==> config.mk <==
export PLATFORM = sky130hd
export DESIGN_NAME = time_of_day_job_alarm_table
export DESIGN_NICKNAME = d
export VERILOG_FILES = /design/src/hdl/tdjat_pkg.sv /design/src/hdl/tdjat_ctrl.sv /design/src/hdl/tdjat_dp.sv /design/src/hdl/time_of_day_job_alarm_table.sv
export SDC_FILE = /design/constraint.sdc
export NUM_CORES = 1
export LEC_CHECK = 0
export BUFFER_PORTS_ARGS = -buffer_cell sky130_fd_sc_hd__buf_2
export CORE_ASPECT_RATIO = 0.75
export CORE_UTILIZATION = 30
export CTS_BUF_LIST = sky130_fd_sc_hd__clkbuf_4
export CTS_CLUSTER_SIZE = 8
export DETAILED_ROUTE_END_ITERATION = 8
export GPL_ROUTABILITY_DRIVEN = 0
export SLEW_MARGIN = 20
export SYNTH_ARGS = -nofsm -noshare
export SYNTH_HDL_FRONTEND = slang
export SYNTH_HIERARCHICAL = 1
export SYNTH_SLANG_ARGS = --single-unit
==> constraint.sdc <==
create_clock -name i_clk -period 4.04 [get_ports i_clk]
set_input_delay 0.202 -clock i_clk [delete_from_list [all_inputs] [get_ports i_clk]]
set_output_delay 0.202 -clock i_clk [all_outputs]
set_load 0.05 [all_outputs]
==> src/hdl/tdjat_pkg.sv <==
// shared types and codes for the time-of-day job alarm table
`default_nettype none

package tdjat_pkg;

    localparam int DEF_TABLE_DEPTH = 16;

    // action codes
    localparam logic [1:0] ACT_ADD    = 2'd0;
    localparam logic [1:0] ACT_REMOVE = 2'd1;
    localparam logic [1:0] ACT_TICK   = 2'd2;

    // job kinds
    localparam logic [1:0] KIND_ONCE   = 2'd0;
    localparam logic [1:0] KIND_DAILY  = 2'd1;
    localparam logic [1:0] KIND_HOURLY = 2'd2;

    // result status codes
    localparam logic [2:0] ST_ADDED    = 3'd0;
    localparam logic [2:0] ST_FULL     = 3'd1;
    localparam logic [2:0] ST_REMOVED  = 3'd2;
    localparam logic [2:0] ST_NOTFOUND = 3'd3;
    localparam logic [2:0] ST_FIRED    = 3'd4;
    localparam logic [2:0] ST_NONE     = 3'd5;

    typedef struct packed {
        logic [7:0] tag;
        logic [1:0] kind;
        logic [4:0] hour;
        logic [5:0] minute;
    } t_entry;

    // controller to datapath
    typedef struct packed {
        logic start;
        logic step;
        logic finish;
    } t_dp_cmd;

    // datapath to controller
    typedef struct packed {
        logic walk_done;
        logic step_ok;
        logic out_free;
    } t_dp_stat;

endpackage

`default_nettype wire

==> src/hdl/tdjat_ctrl.sv <==
// sequencer for add, remove and tick transactions
`default_nettype none

module tdjat_ctrl
    import tdjat_pkg::*;
(
    input  wire logic       i_clk,
    input  wire logic       i_rst_n,
    input  wire logic       i_valid,
    input  wire logic [1:0] i_action,
    output logic            o_stall,
    output t_dp_cmd         o_cmd,
    input  wire t_dp_stat   i_stat
);

    typedef enum logic [1:0] {
        S_IDLE,
        S_WALK,
        S_FINISH
    } t_state;

    t_state r_state;
    t_state n_state;
    logic   r_stall;
    logic   w_accept;

    assign w_accept = i_valid && !r_stall;
    assign o_stall  = r_stall;

    always_comb begin
        o_cmd.start  = w_accept;
        o_cmd.step   = (r_state == S_WALK) && !i_stat.walk_done && i_stat.step_ok;
        o_cmd.finish = (r_state == S_FINISH) && i_stat.out_free;
    end

    always_comb begin
        n_state = r_state;
        case (r_state)
            S_IDLE: begin
                if (w_accept) begin
                    if (i_action == ACT_ADD) begin
                        n_state = S_FINISH;
                    end else if (i_action == ACT_REMOVE || i_action == ACT_TICK) begin
                        n_state = S_WALK;
                    end
                end
            end
            S_WALK: begin
                if (i_stat.walk_done) begin
                    n_state = S_FINISH;
                end
            end
            S_FINISH: begin
                if (i_stat.out_free) begin
                    n_state = S_IDLE;
                end
            end
            default: n_state = S_IDLE;
        endcase
    end

    always_ff @(posedge i_clk) begin
        if (!i_rst_n) begin
            r_state <= S_IDLE;
            r_stall <= 1'b0;
        end else begin
            r_state <= n_state;
            r_stall <= (n_state != S_IDLE);
        end
    end

endmodule

`default_nettype wire

==> src/hdl/tdjat_dp.sv <==
// job table memory, walk pointers, match logic and result register
`default_nettype none

module tdjat_dp
    import tdjat_pkg::*;
#(
    parameter int TABLE_DEPTH = DEF_TABLE_DEPTH
) (
    input  wire logic       i_clk,
    input  wire logic       i_rst_n,
    input  wire t_dp_cmd    i_cmd,
    output t_dp_stat        o_stat,
    input  wire logic [1:0] i_action,
    input  wire logic [7:0] i_job_tag,
    input  wire logic [1:0] i_job_kind,
    input  wire logic [4:0] i_hour_value,
    input  wire logic [5:0] i_minute_value,
    output logic            o_valid,
    input  wire logic       i_stall,
    output logic [2:0]      o_status,
    output logic [7:0]      o_fired_tag,
    output logic            o_last
);

    localparam int IW = (TABLE_DEPTH > 1) ? $clog2(TABLE_DEPTH) : 1;
    localparam int CW = $clog2(TABLE_DEPTH + 1);
    localparam logic [CW-1:0] DEPTH_C = CW'(TABLE_DEPTH);

    t_entry          r_mem [TABLE_DEPTH];
    t_entry          r_rd_data;
    logic [CW-1:0]   r_count;
    logic [CW-1:0]   r_idx;
    logic [CW-1:0]   r_w;
    logic [1:0]      r_act;
    logic [7:0]      r_tag;
    logic [1:0]      r_kind;
    logic [4:0]      r_hour;
    logic [5:0]      r_min;
    logic            r_pend_valid;
    logic [7:0]      r_pend_tag;
    logic            r_any;
    logic            r_out_valid;
    logic [2:0]      r_out_status;
    logic [7:0]      r_out_tag;
    logic            r_out_last;

    logic [CW-1:0]   w_idx_inc;
    logic [IW-1:0]   w_rd_addr;
    logic            w_is_tick;
    logic            w_hour_eq;
    logic            w_hm_eq;
    logic            w_fire;
    logic            w_drop;
    logic            w_out_free;
    logic            w_step_emit;
    logic            w_emit;
    logic            w_add_room;
    logic [2:0]      w_emit_status;
    logic [7:0]      w_emit_tag;
    logic            w_emit_last;
    t_entry          w_new_entry;

    assign w_idx_inc = r_idx + CW'(1);
    assign w_rd_addr = i_cmd.start ? '0 :
                       i_cmd.step  ? w_idx_inc[IW-1:0] : r_idx[IW-1:0];

    assign w_is_tick = (r_act == ACT_TICK);
    assign w_hour_eq = (r_rd_data.hour == r_hour);
    assign w_hm_eq   = w_hour_eq && (r_rd_data.minute == r_min);

    always_comb begin
        case (r_rd_data.kind)
            KIND_ONCE, KIND_DAILY: w_fire = w_hm_eq;
            KIND_HOURLY:           w_fire = w_hour_eq;
            default:               w_fire = 1'b0;
        endcase
    end

    // tick drops matching once jobs, remove drops matching tags
    assign w_drop = w_is_tick ? ((r_rd_data.kind == KIND_ONCE) && w_hm_eq)
                              : (r_rd_data.tag == r_tag);

    assign w_out_free  = !r_out_valid || !i_stall;
    assign w_add_room  = (r_count < DEPTH_C);
    // a new firing releases the held one, which then is not the last
    assign w_step_emit = i_cmd.step && w_is_tick && w_fire && r_pend_valid;
    assign w_emit      = w_step_emit || i_cmd.finish;

    assign w_new_entry.tag    = r_tag;
    assign w_new_entry.kind   = r_kind;
    assign w_new_entry.hour   = r_hour;
    assign w_new_entry.minute = r_min;

    always_comb begin
        w_emit_status = ST_FIRED;
        w_emit_tag    = r_pend_tag;
        w_emit_last   = 1'b1;
        if (w_step_emit) begin
            w_emit_last = 1'b0;
        end else begin
            case (r_act)
                ACT_ADD: begin
                    w_emit_status = w_add_room ? ST_ADDED : ST_FULL;
                    w_emit_tag    = r_tag;
                end
                ACT_REMOVE: begin
                    w_emit_status = r_any ? ST_REMOVED : ST_NOTFOUND;
                    w_emit_tag    = r_tag;
                end
                default: begin
                    if (!r_pend_valid) begin
                        w_emit_status = ST_NONE;
                        w_emit_tag    = '0;
                    end
                end
            endcase
        end
    end

    always_comb begin
        o_stat.walk_done = (r_idx == r_count);
        o_stat.out_free  = w_out_free;
        o_stat.step_ok   = !(w_is_tick && w_fire && r_pend_valid && !w_out_free);
    end

    // table memory: at most one write and one registered read per cycle
    always_ff @(posedge i_clk) begin
        if (i_cmd.step && !w_drop) begin
            r_mem[r_w[IW-1:0]] <= r_rd_data;
        end else if (i_cmd.finish && r_act == ACT_ADD && w_add_room) begin
            r_mem[r_count[IW-1:0]] <= w_new_entry;
        end
        r_rd_data <= r_mem[w_rd_addr];
    end

    // transaction fields and result payload
    always_ff @(posedge i_clk) begin
        if (i_cmd.start) begin
            r_act  <= i_action;
            r_tag  <= i_job_tag;
            r_kind <= i_job_kind;
            r_hour <= i_hour_value;
            r_min  <= i_minute_value;
            r_any  <= 1'b0;
        end else if (i_cmd.step) begin
            if (!w_is_tick && w_drop) begin
                r_any <= 1'b1;
            end
        end
        if (i_cmd.step && w_is_tick && w_fire) begin
            r_pend_tag <= r_rd_data.tag;
        end
        if (w_emit) begin
            r_out_status <= w_emit_status;
            r_out_tag    <= w_emit_tag;
            r_out_last   <= w_emit_last;
        end
    end

    always_ff @(posedge i_clk) begin
        if (!i_rst_n) begin
            r_count      <= '0;
            r_idx        <= '0;
            r_w          <= '0;
            r_pend_valid <= 1'b0;
            r_out_valid  <= 1'b0;
        end else begin
            // walk pointers: read index and compaction write index
            if (i_cmd.start) begin
                r_idx <= '0;
                r_w   <= '0;
            end else if (i_cmd.step) begin
                r_idx <= w_idx_inc;
                if (!w_drop) begin
                    r_w <= r_w + CW'(1);
                end
            end
            if (i_cmd.start) begin
                r_pend_valid <= 1'b0;
            end else if (i_cmd.step && w_is_tick && w_fire) begin
                r_pend_valid <= 1'b1;
            end
            if (i_cmd.finish) begin
                if (r_act == ACT_ADD) begin
                    if (w_add_room) begin
                        r_count <= r_count + CW'(1);
                    end
                end else begin
                    r_count <= r_w;
                end
            end
            if (w_emit) begin
                r_out_valid <= 1'b1;
            end else if (!i_stall) begin
                r_out_valid <= 1'b0;
            end
        end
    end

    assign o_valid     = r_out_valid;
    assign o_status    = r_out_status;
    assign o_fired_tag = r_out_tag;
    assign o_last      = r_out_last;

    a_count_bound: assert property (@(posedge i_clk) disable iff (!i_rst_n)
        r_count <= DEPTH_C)
        else $error("job count above table depth");

    a_write_behind_read: assert property (@(posedge i_clk) disable iff (!i_rst_n)
        r_w <= r_idx)
        else $error("compaction write pointer passed read pointer");

    a_emit_into_free: assert property (@(posedge i_clk) disable iff (!i_rst_n)
        w_emit |-> w_out_free)
        else $error("result emitted over a stalled result");

    a_finish_last: assert property (@(posedge i_clk) disable iff (!i_rst_n)
        i_cmd.finish |=> (o_valid && o_last))
        else $error("closing result not marked last");

endmodule

`default_nettype wire

==> src/hdl/time_of_day_job_alarm_table.sv <==
// Time-of-day job alarm table, top level.
// Input channel (i_valid / o_stall) takes one transaction: add a job, remove
// all jobs with a tag, or a time tick. Output channel (o_valid / i_stall)
// returns result transactions; the final one for each input has o_last set.
// Add: accept goes straight to the finish state, which loads the result. Remove
// and tick: the table is walked one entry a cycle through a registered read of
// the job memory, except while the walk waits on a stalled result; the finish
// state then loads the final result.
// A tick emits one result per firing job in table order, or one none-fired
// result. Unused action code 3 is accepted and dropped with no result.
// One input is processed at a time; o_stall is registered: it rises after an
// add, remove or tick is accepted and falls after its final result is loaded
// into the output register.
// When the receiver stalls, the output register holds its result and the
// walk waits whenever another result is ready to go out.
// Reset clears the job count, the result register valid and the sequencer;
// the job memory itself is not cleared.
`default_nettype none

module time_of_day_job_alarm_table
    import tdjat_pkg::*;
#(
    parameter int TABLE_DEPTH = DEF_TABLE_DEPTH
) (
    input  wire logic       i_clk,
    input  wire logic       i_rst_n,
    input  wire logic       i_valid,
    output logic            o_stall,
    input  wire logic [1:0] i_action,
    input  wire logic [7:0] i_job_tag,
    input  wire logic [1:0] i_job_kind,
    input  wire logic [4:0] i_hour_value,
    input  wire logic [5:0] i_minute_value,
    output logic            o_valid,
    input  wire logic       i_stall,
    output logic [2:0]      o_status,
    output logic [7:0]      o_fired_tag,
    output logic            o_last
);

    t_dp_cmd  w_cmd;
    t_dp_stat w_stat;

    tdjat_ctrl u_ctrl (
        .i_clk    (i_clk),
        .i_rst_n  (i_rst_n),
        .i_valid  (i_valid),
        .i_action (i_action),
        .o_stall  (o_stall),
        .o_cmd    (w_cmd),
        .i_stat   (w_stat)
    );

    tdjat_dp #(
        .TABLE_DEPTH (TABLE_DEPTH)
    ) u_dp (
        .i_clk          (i_clk),
        .i_rst_n        (i_rst_n),
        .i_cmd          (w_cmd),
        .o_stat         (w_stat),
        .i_action       (i_action),
        .i_job_tag      (i_job_tag),
        .i_job_kind     (i_job_kind),
        .i_hour_value   (i_hour_value),
        .i_minute_value (i_minute_value),
        .o_valid        (o_valid),
        .i_stall        (i_stall),
        .o_status       (o_status),
        .o_fired_tag    (o_fired_tag),
        .o_last         (o_last)
    );

endmodule

`default_nettype wire
### Word-level counts from Yosys, hierarchy flattened

Memory sizes are Yosys's and may differ from the RTL's. A register that Yosys moved wholly into a read port is not among the register bits.
Cells that the tools add are included.

| storage, ports and cells | value |
|---|---|
| register bits | 64 |
| latch bits | 0 |
| memory bits (writable) | 336 |
| memory bits (read-only) | 0 |
| input port bits | 27 |
| output and inout bits | 14 |
| logic and storage cells | 107 |
| memories kept | 1 |

Memory list:

| memory | words | bits a word | rd ports | clocked after memory_dff | wr ports | line | RTL |
|---|---|---|---|---|---|---|---|
| u_dp.r_mem | 16 | 21 | 1 | 1 | 1 | tdjat_dp.sv:29 | `t_entry r_mem [TABLE_DEPTH];` |

| operators by class | value |
|---|---|
| add/subtract/negate cells | 3 |
| multiply operators | 0 |
| divide/modulo/power cells | 0 |
| magnitude comparators | 1 |
| equality and inequality tests | 14 |
| shifts and indexed selects | 0 |
| muxes and demuxes | 30 |
| bitwise gates (word level) | 2 |
| reduce and logical (&&, ||, !) cells | 39 |

Operator list:

| cell | number |
|---|---|
| $mux 8 | 3 |
| $mux 21 | 1 |
| $reduce_or 21->1 | 1 |
| $logic_and 1x1->1 | 16 |
| $add 5x1->5 const B | 3 |
| $mux 1 | 13 |
| $mux 4 | 3 |
| $eq 5x5->1 | 2 |
| $mux 2 | 5 |
| $mux 5 | 2 |
| $eq 2x1->1 const B | 4 |
| $eq 2x2->1 const B | 4 |
| $eq 8x8->1 | 1 |
| $logic_not 1->1 | 8 |
| $logic_not 2->1 | 4 |
| $eq 6x6->1 | 1 |
| $pmux 2 s3 | 1 |
| $pmux 3 s2 | 1 |
| $reduce_and 2->1 | 3 |
| $reduce_or 2->1 | 3 |
| $lt 5x5->1 const B | 1 |
| $ne 2x1->1 const B | 2 |
| $logic_or 1x1->1 | 3 |
| $not 1->1 | 2 |
| other kinds (2) | 2 |

### Longest topological paths before layout

| depth | value |
|---|---|
| depth in word-level cells | 13 |
| mapped depth | 14 |

### By module

Netlist, hierarchy kept.

By module, submodules not included:

| module | instances | cells each | area each (um^2) |
|---|---|---|---|
| tdjat_dp | 1 | 878 | 16293.1 |
| tdjat_ctrl | 1 | 23 | 202.7 |

### Least setup slack after synthesis

Ideal clock, no wire load.

| timing | value |
|---|---|
| kind | register -> register |
| start point | register u_dp.r_out_valid (netlist: u_dp/o_valid) |
| end point | memory u_dp/r_mem[3][0] in the netlist's numbering (enable) |
| arrival time | 3053 ps |
| required time | 3641 ps |
| path slack | 588 ps |
| cell stages (with the launch flop) | 10 |
| path buffers | 2 |
| period minus slack after synthesis | 3452 ps |
| cell sequence | dfxtp_1 nand2_1 buf_4 and3_1 nand3b_1 and4b_1 nor2_2 buf_2 mux2i_1 nor2_1 |

RTL lines:

| what | line | RTL |
|---|---|---|
| start: declaration | tdjat_dp.sv:42 | `logic r_out_valid;` |
| start signal: assignment | tdjat_dp.sv:166 | `r_out_valid <= 1'b0;` |
| start signal: assignment | tdjat_dp.sv:193 | `r_out_valid <= 1'b1;` |
| start signal: assignment | tdjat_dp.sv:195 | `r_out_valid <= 1'b0;` |
| end: declaration | tdjat_dp.sv:29 |  |

==> impl_metrics.py <==
metrics = {
    "status": {
        "status": "finished, final reports clean",
    },
    "global_route": {
        "grtUsageMet1": 0.1748,
        "grt_overflow": 0,
        "antenna_found_initial": 2,
        "grt_usage": 0.1311,
        "grt_pass1_wl_mm": 53.96,
        "grt.busiest_layer": "met2",
        "grt_max_degree": 47,
        "grt_pass1_vias": 8903,
        "grtUsageMet2": 0.2090,
        "grt_use_met3": 0.03059,
    },
    "clocking": {
        "clock_sinks": 421,
        "cts_root_buf": "clkbuf_4",
        "h-tree-depth": 3,
        "clk_pin_slew_ns": 0.07,
        "numCtsBuffers": 106,
        "cts_tree": "built",
        "clk_latency_ns": 0.80,
        "max-clock-path-buffers": 3,
    },
    "power": {
        "p_leak_uw": 0.006452,
        "ir_drop_uv": 219.9,
        "powerDensity_nw_per_um2": 439.3,
    },
    "floorplan": {
        "fp-row-count": 74,
        "fp.dieW_um": 272.8,
        "start_util": 0.3035,
        "die-area_um2": 55940,
        "die_h_um": 205.1,
        "io_pins": 41,
        "core_um2": 54350,
    },
    "worst_setup_path": {
        "r2r-start": "u_dp/r_hour[2]",
        "cp-startpoint": "u_dp/r_hour[2]",
        "crit_required_ns": 4.63,
        "setup.worst_path.start_class": "register",
        "worstPathArrival_ns": 4.37,
        "end_kind": "register",
        "reg2reg_slack_ns": 0.26,
        "crit_fanout": 12,
        "crit_type": "register to register",
    },
    "yosys": {
        "ys_top_cells_by_count": "edfxtp_1 (379), mux4_2 (84), nand2_1 (70)",
        "synth_warnings": 6,
        "syn-num-nets": 932,
        "synth_cells": 901,
        "synth.yosys.seq_area_share": 0.7409,
        "yosys.cell_count.top_type": "edfxtp_1",
        "synth_edf_count": 379,
        "yosys.area.top_type_share": 0.6899,
        "synth_area_leader_cell": "edfxtp_1",
        "avgSynthCellArea_um2": 18.31,
        "ys_ff_latch": 421,
        "syn_area_um2": 16500,
        "async_flop_share": 0,
        "netlist_top_cells_area": "edfxtp_1 (69%), mux4_2 (11%), dfxtp_1 (5.1%)",
        "synth_ff_type": "edfxtp_1",
        "ys_types": 48,
    },
    "timing": {
        "post-route-period-util": 0.9350,
        "worst_slew_pin_slew_ns": 0.7717,
        "slew_headroom": 0.4843,
        "skew_ns": 0.06067,
        "finalHoldViolCount": 0,
        "fin_crit_ns": 3.778,
        "fmax_mhz": 264.7,
        "finalSetupViolCount": 0,
        "tns_ns": 0,
        "slew_viol_final": 0,
        "rsz0062_at_grt": "false",
    },
    "routing": {
        "vias_per_cell": 4.620,
        "drtAntennaViolNets": 0,
        "drt_iter0_markers": 512,
        "drc": 0,
        "dr.pass1.iters": 5,
        "dr_total_vias": 8773,
        "totalWireLength_mm": 35.85,
        "post_drt_wl_per_cell_um": 18.88,
    },
    "layout": {
        "layout-drive-gt1-share": 0.3384,
        "area_growth_pct": 19.33,
        "layout.filler_cells": 5073,
        "regArea_um2": 12220,
        "final_util": 0.3622,
        "layout.cells.non_filler": 1899,
        "final_nets": 1115,
        "multiInputGateArea_um2": 4010,
    },
    "min_path": {
        "hp-start": "i_hour_value[0]",
        "min_path_type": "input pin to register",
    },
    "job": {
        "maxCapViolations": 0,
    },
    "place": {
        "dp_hpwl_mm": 21.21,
        "dp_cells": 1671,
        "port_buffers": 40,
    },
}
## registers in the layout, summed over array words and instances (netlist names)
name and cells:
u_ctrl/o_stall 1, u_ctrl/r_state 2, u_dp/o_fired_tag 8, u_dp/o_last 1, u_dp/o_status 3, u_dp/o_valid 1
u_dp/r_act 2, u_dp/r_any 1, u_dp/r_count 5, u_dp/r_hour 5, u_dp/r_idx 5, u_dp/r_kind 2
u_dp/r_mem 336, u_dp/r_min 6, u_dp/r_pend_tag 8, u_dp/r_pend_valid 1, u_dp/r_rd_data 21, u_dp/r_tag 8
u_dp/r_w 5
## cell type report
type	count	area share
Antenna cell	1	0.0001271
Timing Repair Buffer	123	0.05415
Sequential cell	421	0.6209
Clock inverter	37	0.009852
Multi-Input combinational cell	415	0.2037
Inverter	17	0.003242
Tap cell	722	0.04589
Clock buffer	163	0.06216
## logic make-up (layout without fill, tap and decap cells)
| kind of cell | after synthesis | after routing | synth area share |
|---|---|---|---|
| AO/OA/AOI/OAI | 87 | 87 | 0.03353 |
| XOR/XNOR | 29 | 29 | 0.01540 |
| adder cells (fa/ha/maj) | 4 | 4 | 0.003034 |
| buffers and inverters | 65 | 340 | 0.02124 |
| flip-flops | 421 | 421 | 0.7409 |
| multiplexers | 108 | 108 | 0.1303 |
| other | 0 | 1 | 0 |
| AND/OR/NAND/NOR | 187 | 187 | 0.05560 |
## per-stage QoR
step	hold WS [ns]	setup slack [ns]	cell area (um^2)	total power (uW)
after CTS	0.02965	0.1969	19680	8769
after global placement	0.3799	0.3179	17990	5120
after global routing	0.03992	0.03655	19690	9008
after floorplan	0.3009	0.5880	16500	5028
final	0.1135	0.2625	19690	8647
after detailed placement	0.3807	0.2521	17990	5126
## cell usage in the layout (no fill, tap or decap), drive strengths merged, types with 2 or more instances in the layout
master and n:
a211oi 22, a21boi 2, a21oi 12, a31oi 21
and2 28, buf 96, clkbuf 163, clkinv 32
clkinvlp 2, dfxtp 42, dlygate4sd3 27, edfxtp 379
ha 4, inv 19, mux2 14, mux2i 10
mux4 84, nand2 70, nand2b 6, nand3 8
nand4 5, nor2 40, nor2b 9, nor3 4
nor3b 5, nor4 3, o21ai 23, or3 3
xnor2 9, xor2 20
## repair_timing
action	4_1_cts	5_1_grt
setup endpoints to repair	0	4
endpoints found under the hold margin	48	0
gates resized for setup	0	1
buffers inserted	0	0
hold buffers	27	0
## routing by layer
| layer | routed length, um | up-vias |
|---|---|---|
| met2 | 17090 | 216 |
| met1 | 16200 | 4505 |
| met3 | 1874 | 52 |
| met4 | 683 | 0 |
| met5 | 0 | - |
| li1 | - | 4000 |
## critical path, stage by stage (launching register included)
cell      delay [ns]
edfxtp_1        0.41
xor2_1          0.19
nor4_2          0.37
buf_4           0.20
nand4_1         0.12
a21oi_1         0.16
nand4_1         0.11
and3b_1         0.30
mux2i_1         0.19
nor2_4          0.21
buf_4           0.32
mux4_2          0.53
and2_1          0.17
a211oi_1        0.21
a31oi_1         0.06
## path summary, 6_finish.rpt
kind | end | depth (start not counted)
hold / removal | u_dp/r_hour[0] | 2
hold reg to reg | u_dp/r_pend_tag[3] | 0
setup reg to reg | u_dp/r_rd_data[1] | 14
setup / recovery | u_dp/r_rd_data[1] | 14
## report_power, final
part	switching (uW)	internal, uW
logic	155	98.1
clock network	1680	1920
registers	28.6	4770
total	1860	6780
Power figures use the tool's default switching activity.
